[src/hdl/ubft_pkg.sv]
package ubft_pkg;

    localparam int unsigned FRAME_SYMBOLS = 1 + 2 + 8 + 2 + 1;

    localparam logic [7:0] HALF_PERIOD_RESET = 8'd12;
    localparam logic [5:0] BURSTS_RESET      = 6'd40;
    localparam logic [7:0] GAP_RESET         = 8'd10;

    localparam logic [1:0] REG_HALF_PERIOD = 2'd0;
    localparam logic [1:0] REG_BURSTS      = 2'd1;
    localparam logic [1:0] REG_GAP         = 2'd2;

    localparam logic KIND_TICK  = 1'b0;
    localparam logic KIND_START = 1'b1;

    typedef struct packed {
        logic       kind;
        logic [7:0] data_byte;
    } t_in_word;

    typedef struct packed {
        logic drive_a;
        logic drive_b;
        logic busy_res;
        logic frame_done;
        logic start_rejected;
    } t_out_word;

    // Start, two ones, data LSB first, pair parity low bit first, closing one.
    function automatic logic [FRAME_SYMBOLS-1:0] build_frame(input logic [7:0] data);
        logic [1:0] pair;
        pair = data[1:0] ^ data[3:2] ^ data[5:4] ^ data[7:6];
        return {1'b1, pair[1], pair[0], data, 2'b11, 1'b0};
    endfunction

endpackage

[src/hdl/ultrasonic_burst_frame_transmitter_core.sv]
// Channel   Ports                               Word
// input     i_in_valid, o_in_stall, i_in_data   t_in_word  (kind, data_byte)
// output    o_out_valid, i_out_stall, o_out_data t_out_word (drive levels, flags)
// config    i_cfg_we, i_cfg_index, i_cfg_data   8-bit write, no read-back
//
// Every input word yields one output word, which appears in the cycle after it is accepted.
// A word is accepted in every cycle unless the output register is full and stalled,
// so the sustained rate is one word per cycle, set by the single output register.
// Reset (synchronous, active low) restores the default timing registers and idles
// the sender. A stall on the output holds the result and stalls the input.
module ultrasonic_burst_frame_transmitter_core
    import ubft_pkg::*;
(
    input  logic      i_clk,
    input  logic      i_rst_n,
    input  logic      i_in_valid,
    output logic      o_in_stall,
    input  t_in_word  i_in_data,
    output logic      o_out_valid,
    input  logic      i_out_stall,
    output t_out_word o_out_data,
    input  logic       i_cfg_we,
    input  logic [1:0] i_cfg_index,
    input  logic [7:0] i_cfg_data
);

    logic [7:0] r_half_period;
    logic [5:0] r_bursts;
    logic [7:0] r_gap;

    logic [FRAME_SYMBOLS-1:0] r_frame_bits, n_frame_bits;
    logic [3:0] r_symbol_index, n_symbol_index;
    logic [5:0] r_burst_count, n_burst_count;
    logic       r_half_phase, n_half_phase;
    logic [7:0] r_tick_count, n_tick_count;
    logic       r_in_gap, n_in_gap;
    logic       r_active, n_active;

    logic      r_out_valid;
    t_out_word r_out, n_out;
    logic      accept;

    assign o_in_stall  = r_out_valid & i_out_stall;
    assign accept      = i_in_valid & ~o_in_stall;
    assign o_out_valid = r_out_valid;
    assign o_out_data  = r_out;

    always_comb begin
        logic [3:0]  sym_next;
        logic [7:0]  tick_next;
        logic [5:0]  burst_next;
        logic [15:0] frame_ext;
        logic        end_sym;
        logic        cur_bit;

        n_frame_bits   = r_frame_bits;
        n_symbol_index = r_symbol_index;
        n_burst_count  = r_burst_count;
        n_half_phase   = r_half_phase;
        n_tick_count   = r_tick_count;
        n_in_gap       = r_in_gap;
        n_active       = r_active;

        sym_next   = r_symbol_index + 4'd1;
        tick_next  = r_tick_count + 8'd1;
        burst_next = r_burst_count + 6'd1;
        frame_ext  = {{(16 - FRAME_SYMBOLS){1'b0}}, r_frame_bits};
        cur_bit    = frame_ext[r_symbol_index];
        end_sym    = 1'b0;

        n_out.drive_a        = 1'b1;
        n_out.drive_b        = 1'b0;
        n_out.busy_res       = 1'b0;
        n_out.frame_done     = 1'b0;
        n_out.start_rejected = 1'b0;

        if (r_active && !r_in_gap && !r_half_phase) begin
            n_out.drive_a = 1'b0;
            n_out.drive_b = 1'b1;
        end

        if (i_in_data.kind == KIND_START) begin
            n_out.busy_res = 1'b1;
            if (r_active) begin
                n_out.start_rejected = 1'b1;
            end else begin
                n_frame_bits   = build_frame(i_in_data.data_byte);
                n_symbol_index = '0;
                n_burst_count  = '0;
                n_half_phase   = 1'b0;
                n_tick_count   = '0;
                n_in_gap       = 1'b0;
                n_active       = 1'b1;
            end
        end else if (r_active) begin
            n_out.busy_res = 1'b1;
            n_tick_count   = tick_next;
            if (r_in_gap) begin
                end_sym = (tick_next >= r_gap);
            end else if (tick_next >= r_half_period) begin
                n_tick_count = '0;
                if (!r_half_phase) begin
                    n_half_phase = 1'b1;
                end else begin
                    n_half_phase  = 1'b0;
                    n_burst_count = burst_next;
                    if (burst_next >= r_bursts) begin
                        n_burst_count = '0;
                        if (cur_bit && r_gap != 8'd0) begin
                            n_in_gap = 1'b1;
                        end else begin
                            end_sym = 1'b1;
                        end
                    end
                end
            end

            if (end_sym) begin
                n_in_gap       = 1'b0;
                n_tick_count   = '0;
                n_burst_count  = '0;
                n_half_phase   = 1'b0;
                n_symbol_index = sym_next;
                if (sym_next >= 4'(FRAME_SYMBOLS)) begin
                    n_symbol_index   = '0;
                    n_active         = 1'b0;
                    n_out.frame_done = 1'b1;
                end
            end
        end
    end

    always_ff @(posedge i_clk) begin
        if (!i_rst_n) begin
            r_half_period  <= HALF_PERIOD_RESET;
            r_bursts       <= BURSTS_RESET;
            r_gap          <= GAP_RESET;
            r_frame_bits   <= '0;
            r_symbol_index <= '0;
            r_burst_count  <= '0;
            r_half_phase   <= 1'b0;
            r_tick_count   <= '0;
            r_in_gap       <= 1'b0;
            r_active       <= 1'b0;
            r_out_valid    <= 1'b0;
        end else begin
            if (i_cfg_we) begin
                case (i_cfg_index)
                    REG_HALF_PERIOD: r_half_period <= i_cfg_data;
                    REG_BURSTS:      r_bursts      <= i_cfg_data[5:0];
                    REG_GAP:         r_gap         <= i_cfg_data;
                    default: ;
                endcase
            end
            if (accept) begin
                r_frame_bits   <= n_frame_bits;
                r_symbol_index <= n_symbol_index;
                r_burst_count  <= n_burst_count;
                r_half_phase   <= n_half_phase;
                r_tick_count   <= n_tick_count;
                r_in_gap       <= n_in_gap;
                r_active       <= n_active;
                r_out_valid    <= 1'b1;
            end else if (!i_out_stall) begin
                r_out_valid <= 1'b0;
            end
        end
    end

    // The result word needs no reset; its valid flag guards it.
    always_ff @(posedge i_clk) begin
        if (accept) begin
            r_out <= n_out;
        end
    end

endmodule

[config.mk]
export PLATFORM = sky130hd
export DESIGN_NAME = ultrasonic_burst_frame_transmitter_core
export DESIGN_NICKNAME = d
export VERILOG_FILES = /design/src/hdl/ubft_pkg.sv /design/src/hdl/ultrasonic_burst_frame_transmitter_core.sv
export SDC_FILE = /design/constraint.sdc
export NUM_CORES = 1
export LEC_CHECK = 0
export BUFFER_PORTS_ARGS = -buffer_cell sky130_fd_sc_hd__buf_2
export CORE_MARGIN = 2
export CORE_UTILIZATION = 60
export DETAILED_ROUTE_END_ITERATION = 8
export HOLD_SLACK_MARGIN = 0.1
export PLACE_DENSITY = 0.8
export SLEW_MARGIN = 20
export SYNTH_ARGS = -nofsm -noshare
export SYNTH_HDL_FRONTEND = slang
export SYNTH_SLANG_ARGS = --single-unit
[constraint.sdc]
create_clock -name i_clk -period 4.01 [get_ports i_clk]
set_clock_uncertainty 0.1 [all_clocks]
set_input_delay 1.0025 -clock i_clk [delete_from_list [all_inputs] [get_ports i_clk]]
set_output_delay 1.0025 -clock i_clk [all_outputs]
set_load 0.05 [all_outputs]
* Word level (Yosys, flattened, before mapping) *
Index checks and enable logic that the tools add are counted.

operators by class
  add/sub/neg operators = 3
  multipliers = 0
  divide/modulo/power cells = 0
  order comparisons = 5
  equal/unequal tests = 5
  shift-type cells = 0
  multiplexer cells = 54
  bitwise gates (word level) = 8
  reduce and logical (&&, ||, !) cells = 20

operators with widths
  cell                                                                   count
  6-bit two-way mux                                                      8
  8-bit two-way mux                                                      6
  1-bit two-way mux                                                      32
  4-bit two-way mux                                                      5
  8-bit greater-or-equal comparator                                      2
  8-bit by 1-bit adder with 8-bit output (second input constant)         1
  8-bit nonzero test                                                     1
  6-bit by 1-bit adder with 6-bit output (second input constant)         1
  6-bit greater-or-equal comparator                                      1
  2-bit AND reduction                                                    3
  3-bit AND reduction                                                    2
  6-bit AND reduction                                                    1
  3-bit nonzero test                                                     2
  2-bit bitwise XOR                                                      3
  4-bit by 5-bit < comparator with 1-bit output (second input constant)  1
  5-bit AND reduction                                                    1
  4-bit by 1-bit adder with 4-bit output (second input constant)         1
  1-bit binary-select mux with 4-bit select                              1
  4-bit greater-or-equal comparator (second input constant)              1
  2-bit two-way mux                                                      2
  4-bit AND reduction                                                    1
  2-bit nonzero test                                                     2
  1-bit logical AND                                                      3
  3-bit by 2-bit != test with 1-bit output (second input constant)       1
  other kinds (9)                                                        13

word-level totals
  register bits = 62
  bits in latches = 0
  bits in writable memories = 0
  bits in read-only memories = 0
  input port bits = 24
  output and inout bits = 7
  word-level logic and storage cells = 111
  memories = 0

* Logic depth before layout (Yosys ltp) *
Gate-level depths: netlist of the first run.

  depth after elaboration = 13
  depth in mapped cells = 12
  depth with buffers taken out = 11

* Worst setup path after synthesis of the first run *
Ideal clock, no wire load.

  kind = reg2reg
  start point = reg r_tick_count[0]
  end point = reg r_symbol_index[1]
  arrival time = 2.650 ns
  path slack = 1.142 ns
  stages on the path, launching flop included = 12
  period minus slack after synthesis = 2.868 ns
  cell sequence = dfxtp_1 -> ha_1 -> nand3_1 -> nor2_1 -> xor2_1 -> ha_1 -> and4_1 -> and2_1 -> a32oi_1 -> a2111oi_4 -> o311a_2 -> mux2i_1

on the way
  cells in the longest elaborated chain, start to end = 8
  elaborated cells between the ends (all ways) = 9
  those cells by class = add/sub: 1; order compare: 2; mux: 4; reduce/logical: 2

RTL lines
  what                                      line                                            RTL
  start: declaration                        ultrasonic_burst_frame_transmitter_core.sv:35   logic [7:0] r_tick_count, n_tick_count;
  start signal: assignment                  ultrasonic_burst_frame_transmitter_core.sv:160  r_tick_count <= n_tick_count;
  8-bit by 1-bit adder with 8-bit output *  ultrasonic_burst_frame_transmitter_core.sv:65   tick_next = r_tick_count + 8'd1;
  8-bit greater-or-equal comparator         ultrasonic_burst_frame_transmitter_core.sv:100  end else if (tick_next >= r_half_period) begin
  1-bit two-way mux                         ultrasonic_burst_frame_transmitter_core.sv:100
  1-bit two-way mux *                       ultrasonic_burst_frame_transmitter_core.sv:98   if (r_in_gap) begin
  1-bit two-way mux *                       ultrasonic_burst_frame_transmitter_core.sv:95   end else if (r_active) begin
  1-bit two-way mux *                       ultrasonic_burst_frame_transmitter_core.sv:82   if (i_in_data.kind == KIND_START) begin
  2-bit nonzero test (no source line) *     -
  4-bit AND reduction (no source line) *    -
  end signal: assignment                    ultrasonic_burst_frame_transmitter_core.sv:157  r_symbol_index <= n_symbol_index;
  end: declaration                          ultrasonic_burst_frame_transmitter_core.sv:32   logic [3:0] r_symbol_index, n_symbol_index;

Mark *: on every way between the ends. The rest lies on a longest branch, timed or not. The select of a mux whose other input is x is not followed.
A chain may end at the register's enable or synchronous reset.

* Worst setup path after layout of the first run *
  start point = reg r_tick_count[2]
  end point = reg r_tick_count[0]

on the way
  cells in the longest elaborated chain, start to end = 9
  elaborated cells between the ends (all ways) = 12
  those cells by class = add/sub: 1; order compare: 2; mux: 9

RTL lines
  what                                      line                                            RTL
  8-bit by 1-bit adder with 8-bit output *  ultrasonic_burst_frame_transmitter_core.sv:65
  8-bit greater-or-equal comparator         ultrasonic_burst_frame_transmitter_core.sv:100
  1-bit two-way mux                         ultrasonic_burst_frame_transmitter_core.sv:100
  1-bit two-way mux                         ultrasonic_burst_frame_transmitter_core.sv:98
  1-bit two-way mux                         ultrasonic_burst_frame_transmitter_core.sv:95
  1-bit two-way mux                         ultrasonic_burst_frame_transmitter_core.sv:82
  8-bit two-way mux *                       ultrasonic_burst_frame_transmitter_core.sv:118  if (end_sym) begin
  8-bit two-way mux *                       ultrasonic_burst_frame_transmitter_core.sv:95
  8-bit two-way mux *                       ultrasonic_burst_frame_transmitter_core.sv:82

Marked as above.

==> results by group, run 1 <==
GRT
  • GR Layer Usage met3: 4.38%
  • First-pass GRT wire length: 12.6 mm
  • Initial antenna violation count: 0
  • Pin count of the biggest net entering global routing: 27
  • Met2 usage: 39.3%
  • Grt ovf: 0
  • Number of global-route vias before repair: 2811
  • Most Crowded Layer GR: met2
  • GR Util All Layers: 25.0%
  • M1 GR Usage: 33.5%

Routing
  • Post-Route WL: 7.32 mm
  • Vias per std cell: 5.87
  • Initial DRT Pass Iterations: 5
  • WL per Instance: approximately 14 um
  • 1st-iter DRT viols: 205
  • Drt drc: 0
  • DRT antenna net count: 0
  • DR vias: slightly below 3k

STA
  • Max-slew headroom: 52.6%
  • Setup TNS: 0 ns
  • RSZ-0062 raised after global routing: no
  • Fmax: 0.310 GHz
  • Hold_ws: 0.361 ns
  • Tcrit/Tclk final: 80.5%
  • Tmin final: 3.23 ns
  • Max-slew violations: 0
  • Final hold vios: 0
  • Setup violators final: 0
  • Worst Tran Pin Value: slightly above 0.7 ns

Synth
  • Seq/Total Area, Yosys: 35.9%
  • Mapped Nets: roughly 460
  • Asr flop ratio synth: 0%
  • Syn Area/Cell: around 8.6 sq um
  • Cells after Synth: 405
  • Synthesized cell area: roughly 3500 sq um
  • Post-synth top flop: dfxtp_1
  • Synth unique cells: 63
  • Number of synthesized flops with an enable pin: 5
  • Yosys reg bits: 60
  • Synth warn: 0

Clocking
  • CTS tree: built
  • Postcts setup bufs: 0
  • CTS max path bufs: 2
  • Worst skew pair latency: ~0.33 ns
  • Root buf cell: clkbuf_8
  • H-tree levels: 3
  • Clk slew on worst S/H paths: 0.06 ns
  • CTS Hold Buffers Added: 0
  • Post-cts resize count: 0
  • TritonCTS Buffers: 9
  • # clock sinks: 60

Layout
  • Nets@finish: 485
  • Layout area overhead: 9.05%
  • ANT cells: 0
  • Share of layout cells above drive strength 1: 13.4%
  • Most common cell after layout, fill and taps aside: dfxtp_1
  • Post-Layout Cell Count: 506
  • FILL cells: 471
  • Most frequent cells in the layout: 55 x dfxtp_1, 53 x nand2_1, 37 x nor2_1, 30 x buf_2

Critical path
  • Crit. End Element: register
  • WS Path Type: register to register
  • Setup crit end: r_tick_count[0]
  • Worst reg-to-reg setup slack: 0.78 ns
  • Reg-to-Reg End: r_tick_count[0]
  • Worst reg-to-reg path cell count: 10
  • Critical path depth: 10
  • Largest delay share family, worst path: compound AO/OA/AOI/OAI gates
  • Worst path cell trace: nand3_1 -> nor2_1 -> xor2_1 -> ha_1 -> a21o_1 -> a211oi_1 -> o31ai_1 -> a221o_1 -> or3_1 -> a21oi_1
  • Worst Path Required: 4.17 ns
  • Max stage delay on crit path: 0.49 ns
  • Crit Path Max Fanout: 10
  • Critical path arrival: 3.39 ns
  • CP startpoint: r_tick_count[2]
  • Worst path bufs/invs: 0
  • Crit start category: register
  • Slowest stage cell, crit path: a221o_1
  • Worst reg2reg path startpoint: r_tick_count[2]

Power and ir drop
  • Pwr dens: 320 nW/um^2
  • Leak: about 0.0017 uW
  • Max VDD drop: 0.236 mV

Floorplanning
  • Starting density of the core: between 60% and 70%
  • Io pins: 31
  • Die area: around 6400 sq um
  • Core footprint: ~5600 sq um
  • FP Rows: 27
  • Die Height: 80.2 um
  • Die Span X: 80.2 um

Min path
  • Hold WC Path Type: register to register

Place
  • Routability congestion estimate: 0.864
  • DP Cell Count: 493
  • Port buffer count: 30
  • Final HPWL DP: 5.47 mm

Run status
  • Outcome: finished, final reports clean

Flow run
  • Max cap viols: 0
final cells by class:
| type | count | area (sq um) | area share [%] |
|---|---|---|---|
| clock buffers | 13 | 149 | 3.92 |
| inverters | 30 | 113 | 2.96 |
| multi-input cells | 297 | 2020 | 53.1 |
| flip-flops and latches | 60 | 1250 | 32.9 |
| well taps | 72 | 90.1 | 2.37 |
| repair buffers | 34 | 180 | 4.74 |
metal layers:
metal	wire, um	share of wire, %	vias to the layer above
met3	315	4.3	18
met4	152	2.1	0
met1	3470	47	1405
li1	-	-	1479
met5	0	0	-
met2	3390	46	68
worst min path at each step:
stage	from	to	slack [ns]	cells after the start
2_1_floorplan	r_frame_bits[9]	r_frame_bits[9]	0.33	2
3_3_place_gp	r_frame_bits[9]	r_frame_bits[9]	0.34	2
3_5_place_dp	r_frame_bits[5]	r_frame_bits[5]	0.35	2
4_1_cts	r_frame_bits[5]	r_frame_bits[5]	0.36	2
5_1_grt	r_frame_bits[9]	r_frame_bits[9]	0.39	2
6_report	r_frame_bits[5]	r_frame_bits[5]	0.36	2
worst register-to-register path, cell delays in order, from the launching register on:
cell and delay, ns:
dfxtp_1 0.43, nand3_1 0.23, nor2_1 0.26, xor2_1 0.25, ha_1 0.29, a21o_1 0.19, a211oi_1 0.22, o31ai_1 0.18
a221o_1 0.49, or3_1 0.36, a21oi_1 0.16
sequential cells by signal, indices dropped and copies added, names as in the netlist:
register and cells:
r_burst_count 6, r_symbol_index 4, o_out_data 5, r_bursts 6
r_frame_bits 11, r_tick_count 8, r_half_period 8, r_half_phase 1
r_in_gap 1, r_active 1, o_out_valid 1, r_gap 8
cell families after synthesis:
group	share of synthesized area, %
buf+inv	6.21
simple gates	21.0
flops	35.9
compound gates	17.2
xor+xnor	3.52
mux	5.78
fa+ha+maj	10.4
synthesized netlist by cell type (2+ instances only):
| cell | number | area, sq um |
|---|---|---|
| dfxtp_1 | 55 | 1100 |
| nand2_1 | 53 | 199 |
| nor2_1 | 37 | 139 |
| ha_1 | 29 | 363 |
| inv_1 | 29 | 109 |
| a21oi_1 | 22 | 110 |
| o21ai_0 | 18 | 90.1 |
| mux2i_1 | 13 | 130 |
| nand3_1 | 13 | 65.1 |
| clkbuf_1 | 10 | 37.5 |
| xnor2_1 | 10 | 87.6 |
| nand2b_1 | 8 | 50.1 |
| nor3_1 | 8 | 40.0 |
| and2_1 | 7 | 43.8 |
| nor2b_1 | 6 | 37.5 |
| edfxtp_1 | 5 | 150 |
| a211oi_1 | 4 | 30.0 |
| a21o_1 | 4 | 30.0 |
| buf_6 | 4 | 45.0 |
| nor4_1 | 4 | 25.0 |
| xor2_1 | 4 | 35.0 |
| a2bb2oi_1 | 3 | 26.3 |
| a31o_2 | 3 | 26.3 |
| nand3b_1 | 3 | 22.5 |
| o211ai_1 | 3 | 22.5 |
| o221ai_1 | 3 | 26.3 |
| or3_1 | 3 | 18.8 |
| or4_1 | 3 | 22.5 |
| a221o_1 | 2 | 20.0 |
| a221oi_1 | 2 | 17.5 |
| a31o_1 | 2 | 17.5 |
| mux2_2 | 2 | 22.5 |
| nand4b_1 | 2 | 17.5 |
| o21a_1 | 2 | 15.0 |
power breakdown:
part / leakage [uW] / internal [uW] / switching (uW)
logic: 0.00111 / 52.6 / 90.9
clock network: 0.0000754 / 231 / 207
registers: 0.000495 / 624 / 10.8
per-stage QoR:
step	setup slack [ns]	power [uW]	instance area, sq um	utilization (%)
detailed placement	0.777	789	3650	65.5
floorplan	1.14	747	3490	-
finish	0.781	1220	3800	68.2
CTS	0.775	1230	3800	68.2
global placement	0.946	784	3650	65.5
global route	0.509	1270	3800	68.2
Power figures use the tool's default switching activity.
==> run 2: changes to the inputs <==
Clock period 4.01 ns to 2.99 ns, I/O delays scaled along.
==> run 2 against run 1 <==
  * Final cell count rose by 3.8%
  * Clock power rose by 48%
  * Largest power group unchanged
  * Critical path depth did not move
  * Final area rose by 5.6%
==> results by group, run 2 (synthesis results as in run 1) <==
Layout
  • Biggest register: r_frame_bits
  • Final instance area: 4010 sq um
  • Layout area overhead: 15.1%
  • Sequential cell area: approximately 1300 sq um
  • Area of the multi-input gates: 2080 sq um
  • Most frequent cells in the layout: 53 x nand2_1, 53 x dfxtp_1, 35 x nor2_1, 30 x buf_2
  • Post-Layout Cell Count: around 530
  • FILL cells: roughly 450
  • Largest register FFs: 11
  • Nets@finish: 502
  • Share of layout cells above drive strength 1: 19.6%
  • ANT cells: 0

GRT
  • Grt ovf: 0
  • Pin count of the biggest net entering global routing: 27
  • GR Util All Layers: 25.2%
  • First-pass GRT wire length: 12.6 mm
  • Number of global-route vias before repair: 2758
  • Initial antenna violation count: 0

STA
  • Worst Tran Pin Value: 0.530 ns
  • Tcrit/Tclk final: between 90% and 100%
  • Hold_ws: ~0.36 ns
  • Max-slew headroom: 64.5%
  • Tmin final: 2.87 ns
  • Final hold vios: 0
  • Setup violators final: 0
  • Max-slew violations: 0
  • Fmax: 0.349 GHz
  • Setup TNS: 0 ns

Min path
  • Hold WC Path Type: register to register
  • Hold path cells: 2
  • Hold path endpoint: r_frame_bits[3]
  • Hold_sp: r_frame_bits[3]

Floorplanning
  • FP Rows: 27
  • Core footprint: 5570 sq um
  • Die area: 6440 sq um
  • Die Height: 80.2 um
  • Starting density of the core: 62.5%
  • Io pins: 31
  • Die Span X: 80.2 um

Flow run
  • Max cap viols: 0

Clocking
  • H-tree levels: 3
  • # clock sinks: 60
  • CTS max path bufs: 2
  • Worst skew pair latency: roughly 0.34 ns
  • CTS tree: built
  • Clk slew on worst S/H paths: roughly 0.07 ns
  • TritonCTS Buffers: 9
  • Root buf cell: clkbuf_8

Critical path
  • Critical path arrival: 3.01 ns
  • Crit. End Element: register
  • WS Path Type: register to register
  • Crit start category: register
  • Worst Path Required: 3.14 ns
  • Worst reg2reg path startpoint: r_tick_count[1]
  • CP startpoint: r_tick_count[1]
  • Worst reg-to-reg setup slack: 0.12 ns
  • Reg-to-Reg End: r_tick_count[0]
  • Worst reg-to-reg path cell count: 10
  • Crit Path Max Fanout: 5

Routing
  • Initial DRT Pass Iterations: 4
  • DR vias: 3038
  • Vias per std cell: 5.79
  • WL per Instance: 14.7 um
  • Drt drc: 0
  • 1st-iter DRT viols: 217
  • Post-Route WL: between 7 and 8 mm
  • DRT antenna net count: 0

Place
  • Port buffer count: 30
  • DP Cell Count: 507
  • Final HPWL DP: 5.59 mm
  • Routability congestion estimate: around 0.86
  • Cell Area, Placed: 3760 sq um

Power and ir drop
  • Max VDD drop: 0.325 mV
  • Leak: 0.00179 uW
  • Pwr dens: ~420 nW/um^2

Run status
  • Outcome: finished, final reports clean
## run 2: per-layer routing
metal | global-route usage (%) | vias up | part of all wire, %
met5 | 0 | - | 0
met4 | 8.14 | 0 | 1.9
met3 | 5.51 | 19 | 4.6
met2 | 38.9 | 73 | 46
met1 | 35.0 | 1427 | 48
li1 | - | 1519 | -
## run 2: worst max path at each step
stage | to | slack [ns] | depth (start not counted)
3_3_place_gp | r_symbol_index[1] | 0.09 | 11
6_report | r_tick_count[0] | 0.12 | 10
2_1_floorplan | r_symbol_index[1] | 0.12 | 11
5_1_grt | r_tick_count[0] | -0.02 | 10
3_5_place_dp | r_symbol_index[2] | -0.01 | 11
4_1_cts | r_tick_count[0] | 0.02 | 10
## run 2: per-stage QoR
stage	power (uW)	utilization [%]	worst slack [ns]
floorplan	1000	-	0.122
global placement	1060	67.4	0.0939
detailed placement	1060	67.4	-0.0116
CTS	1700	70.6	0.0173
global route	1770	72.0	-0.0224
finish	1700	72.0	0.124
## run 2: layout make-up
cell class | count | share of cell area [%]
clock inverters | 2 | 0.249
well taps | 72 | 2.24
multi-input cells | 297 | 51.8
clock buffers | 13 | 3.96
flip-flops and latches | 60 | 31.3
repair buffers | 51 | 7.67
inverters | 30 | 2.81
## run 2: timing repair
| action | in CTS | in global routing |
|---|---|---|
| setup endpoints to repair | 1 | 20 |
| setup buffers | 0 | 3 |
| pin swaps | 0 | 5 |
| hold buffers | 0 | 0 |
| gates resized for setup | 1 | 15 |
## run 2: power breakdown
part | leakage (uW) | total [uW] | switching (uW) | internal, uW
clock network | 0.0000893 | 648 | 308 | 339
logic | 0.00120 | 204 | 127 | 77.2
registers | 0.000496 | 851 | 14.1 | 836
## run 2: critical path: stages, from the launching register on
cell	delay (ns)
dfxtp_1	0.38
nand3_2	0.16
nor2_4	0.16
xor2_1	0.20
ha_1	0.27
a21o_1	0.19
a211oi_2	0.27
o31ai_4	0.14
a221o_1	0.45
or3_1	0.33
a21oi_1	0.13
